===== src/design/smwe_pkg.sv =====
// Shared constants and helper types for the sliding median block.
package smwe_pkg;

    localparam int unsigned WINDOW_DEF = 100;
    localparam int unsigned SAMPLE_W   = 16;
    localparam int unsigned MEDIAN_W   = 17;
    localparam int unsigned COUNT_W    = 7;
    localparam int unsigned LEN_W      = 7;
    localparam logic [LEN_W-1:0] LEN_RESET = 7'd100;

    // Control handed from the sequencer to every sorting cell.
    typedef struct packed {
        logic clear;
        logic shift;
        logic load;
    } cell_ctl_t;

endpackage


===== src/design/smwe_cell.sv =====
// One cell of the insertion sorting chain; holds one sample, kept ascending.
module smwe_cell (
    input  logic                            aclk,
    input  smwe_pkg::cell_ctl_t             ctl,
    input  logic [smwe_pkg::SAMPLE_W-1:0]   key,
    input  logic                            left_valid,
    input  logic [smwe_pkg::SAMPLE_W-1:0]   left_value,
    input  logic                            left_greater,
    output logic                            valid,
    output logic [smwe_pkg::SAMPLE_W-1:0]   value,
    output logic                            greater
);

    logic                          valid_reg;
    logic                          valid_next;
    logic [smwe_pkg::SAMPLE_W-1:0] value_reg;
    logic [smwe_pkg::SAMPLE_W-1:0] value_next;

    // A valid cell whose value exceeds the key moves one place right.
    assign greater = valid_reg && (value_reg > key);

    always_comb begin
        valid_next = valid_reg;
        value_next = value_reg;
        if (ctl.clear) begin
            valid_next = 1'b0;
        end else if (ctl.load) begin
            if (greater) begin
                valid_next = 1'b1;
                value_next = left_greater ? left_value : key;
            end else if (!valid_reg && (left_valid || ctl.shift)) begin
                // First empty cell takes the key, unless the left neighbor shifts in.
                if (left_greater) begin
                    valid_next = 1'b1;
                    value_next = left_value;
                end else if (!left_valid || !left_greater) begin
                    valid_next = 1'b1;
                    value_next = key;
                end
            end
        end
    end

    always_ff @(posedge aclk) begin
        valid_reg <= valid_next;
        value_reg <= value_next;
    end

    assign valid = valid_reg;
    assign value = value_reg;

endmodule


===== config.mk =====
export PLATFORM = sky130hd
export DESIGN_NAME = smwe_cell
export DESIGN_NICKNAME = d
export VERILOG_FILES = /design/src/design/smwe_pkg.sv /design/src/design/smwe_cell.sv
export SDC_FILE = /design/constraint.sdc
export NUM_CORES = 1
export LEC_CHECK = 0
export BUFFER_PORTS_ARGS = -buffer_cell sky130_fd_sc_hd__buf_2
export CORE_ASPECT_RATIO = 0.75
export CORE_MARGIN = 4
export CORE_UTILIZATION = 25
export DETAILED_ROUTE_END_ITERATION = 8
export PLACE_DENSITY = 0.57
export RECOVER_POWER = 100
export SYNTH_ARGS = -nofsm -noshare
export SYNTH_HDL_FRONTEND = slang
export SYNTH_SLANG_ARGS = --single-unit

===== constraint.sdc =====
create_clock -name aclk -period 4.1 [get_ports aclk]
set_input_delay 0.615 -clock aclk [delete_from_list [all_inputs] [get_ports aclk]]
set_output_delay 0.615 -clock aclk [all_outputs]
set_load 0.01 [all_outputs]

==> flow_summary.yaml <==
pwr:
  intPower_w: 0.0003070
  total_leakage_power_nw: 0.6831
  p_comb_frac: 0.204
  pwr-share-seq: 0.501
  total_power_w: 0.0004112
  p_clk_frac: 0.295
  swShare: 0.2535
  irDropWorstVdd_v: 0.0001045
  p_per_area_nw_per_um2: 276.0
  p_sw_w: 0.0001043
worst_hold_path:
  min_path_type: "reg -> reg"
  min_from: "valid"
grt:
  overflow: 0
  grt_pass1_vias: 929
  grt_antenna_before_repair: 0
  grt_max_degree: 32
  grt_pass1_wl_mm: 4.388
  grt_usage: 0.09989
run_status:
  status: "finished clean"
placement:
  place_ws_ns: 1.231
  placed_area_sq_um: 1479
  place_congestion: 0.7348
  port_buffers: 55
  place_hpwl_mm: 2.379
yosys:
  ys_ff_latch: 17
  netlist_top_cells_area: "edfxtp_1 (43%), ha_1 (18%), o21ai_0 (8.9%), inv_1 (6.0%), nand2_1 (6.0%)"
  yosysTopAreaCellShare: 0.4267
  yosys_warnings: 0
  postSynthAreaPerCell_sq_um: 9.625
  synth_edf_count: 16
  synthesis.nets: 171
  ys_async_sr_fraction: 0
  post-synth-top-count-cell: "o21ai_0"
  syn_inst: 117
  ys_types: 24
  ys_seq_area_frac: 0.4444
  synth.largest_area_cell: "edfxtp_1"
  yosys-top-cells-count: "o21ai_0 (20), inv_1 (18), nand2_1 (18)"
  syn_area_sq_um: 1126
  ys.flop_type: "edfxtp_1"
sta:
  hold_viol: 0
  tightestPinTransition_ns: 1.130
  finalCriticalPeriod_ns: 2.946
  final.setup.worst_slack_ns: 1.154
  max_freq_mhz: 339.5
  rsz0062_at_grt: "no"
  tns_ns: 0
  max_slew_margin: 0.2466
  finalCritPeriodShare: 0.7185
  finClkSkew_ns: 0.002517
  drv_slew: 0
  whs_ns: 0.4805
  finalSetupViolCount: 0
layout:
  drive_above_1_share: 0.2471
  stdcell_area_sq_um: 1490
  largest_reg_flops: 16
  diodes: 0
  synthToLayoutAreaGrowth_pct: 32.33
  nets: 229
  multiInputGateArea_sq_um: 553.0
  nFillCells: 468
  regArea_sq_um: 500.5
worst_setup_path:
  slowest_delay_ns: 0.59
  r2r-start: "value[15]"
  critPathKind: "in -> reg"
  worstSetupEndpointType: "flip-flop"
  critPathMaxFanout: 10
  worstSetupStartpointType: "input port"
  critical_path.cell_chain: "buf_2 > inv_1 > ha_1 > and4_1 > nand3_1 > a21oi_1 > nor4_1 > a2111oi_4 > clkbuf_1"
  worst-endpoint-required_ns: 3.98
  crit_start: "key[15]"
  arrival_ns: 2.83
  worst_path_max_delay_cell: "a2111oi_4"
cts:
  post_cts_buffers: 0
  insertion_delay_ns: 0.25
  cts_buffers: 3
  htreeDepth: 1
  ctsRootBufferMaster: "clkbuf_8"
  cts_tree: "built"
  post_cts_resized: 0
  clkTransAtPathRegs_ns: 0.06
  hold_buffers: 0
  cts_buffer_depth: 2
  clkSinkCount: 17
route:
  post_drt_wl_per_cell_um: 12.32
  vias: 995
  drt_iter0_markers: 33
  antenna_left: 0
  dr.pass1.iters: 4
  drt_wl_total_mm: 2.821
  remaining_drc_errors: 0
  viasPerCell: 4.345
floorplan:
  die_w_um: 85.50
  dieArea_sq_um: 5653
  io_pins: 56
  initial_core_util: 0.2679
  fp.dieH_um: 66.12
  coreArea_sq_um: 4204
  row_count: 20
flow_run:
  drv_cap: 0
[cells by family after synthesis]
kind of cell | synth area share
compound gates | 0.1622
fa+ha+maj | 0.1778
simple gates | 0.1356
mux | 0.009999
flops | 0.4444
buf+inv | 0.07000
[critical path: cells and delay by family]
family	cells	cell delay, ns
simple gates	3	0.51
fa+ha+maj	1	0.30
compound gates	2	0.78
buf+inv	3	0.62
[cell usage in the layout, fill, tap and decap left out, types with 2 or more instances in the layout]
master,synthesis,layout
clkbuf_1,3,21
clkbuf_8,0,3
nor4_1,2,2
inv_1,18,18
a21oi_1,7,8
o21ai_0,20,20
nand2_1,18,18
edfxtp_1,16,16
ha_1,16,16
and4_1,2,3
buf_2,0,36
[stage by stage]
stage / std cells / utilization
after CTS: 229 / 0.3625
after detailed placement: 225 / 0.3518
after global placement: 225 / 0.3518
final: 229 / 0.3545
after floorplan: 117 / -
after global routing: 229 / 0.3545
[path summary, 6_finish.rpt]
path	slack, ns	end	depth (start not counted)
max	1.15	value[5]	9
min	0.48	valid	2
min reg2reg	0.48	valid	2
max reg2reg	1.19	value[5]	7
[cell type report]
class | instances | share of cell area
clock buffer | 4 | 0.03023
inverter | 18 | 0.04534
multi-input combinational | 79 | 0.3711
sequential | 17 | 0.3359
tap | 55 | 0.04618
timing repair buffer | 56 | 0.1713
[power groups by stage]
stage / sequential, W / clock, W / combinational, W
2_1_floorplan: 0.000212 / 0 / 0.0000439
3_3_place_gp: 0.000210 / 0 / 0.0000882
3_5_place_dp: 0.000209 / 0 / 0.0000889
4_1_cts: 0.000206 / 0.000127 / 0.0000894
5_1_grt: 0.000207 / 0.000136 / 0.0000977
6_report: 0.000206 / 0.000121 / 0.0000841
[per-layer routing]
| metal | up-vias | track usage | part of all wire |
|---|---|---|---|
| met3 | 2 | 0.03238 | 0.071 |
| li1 | 530 | - | - |
| met1 | 429 | 0.1322 | 0.47 |
| met2 | 34 | 0.1579 | 0.45 |
| met5 | - | 0 | 0 |
| met4 | 0 | 0.02372 | 0.0085 |
Note: power is estimated with default switching activity, not from simulation.
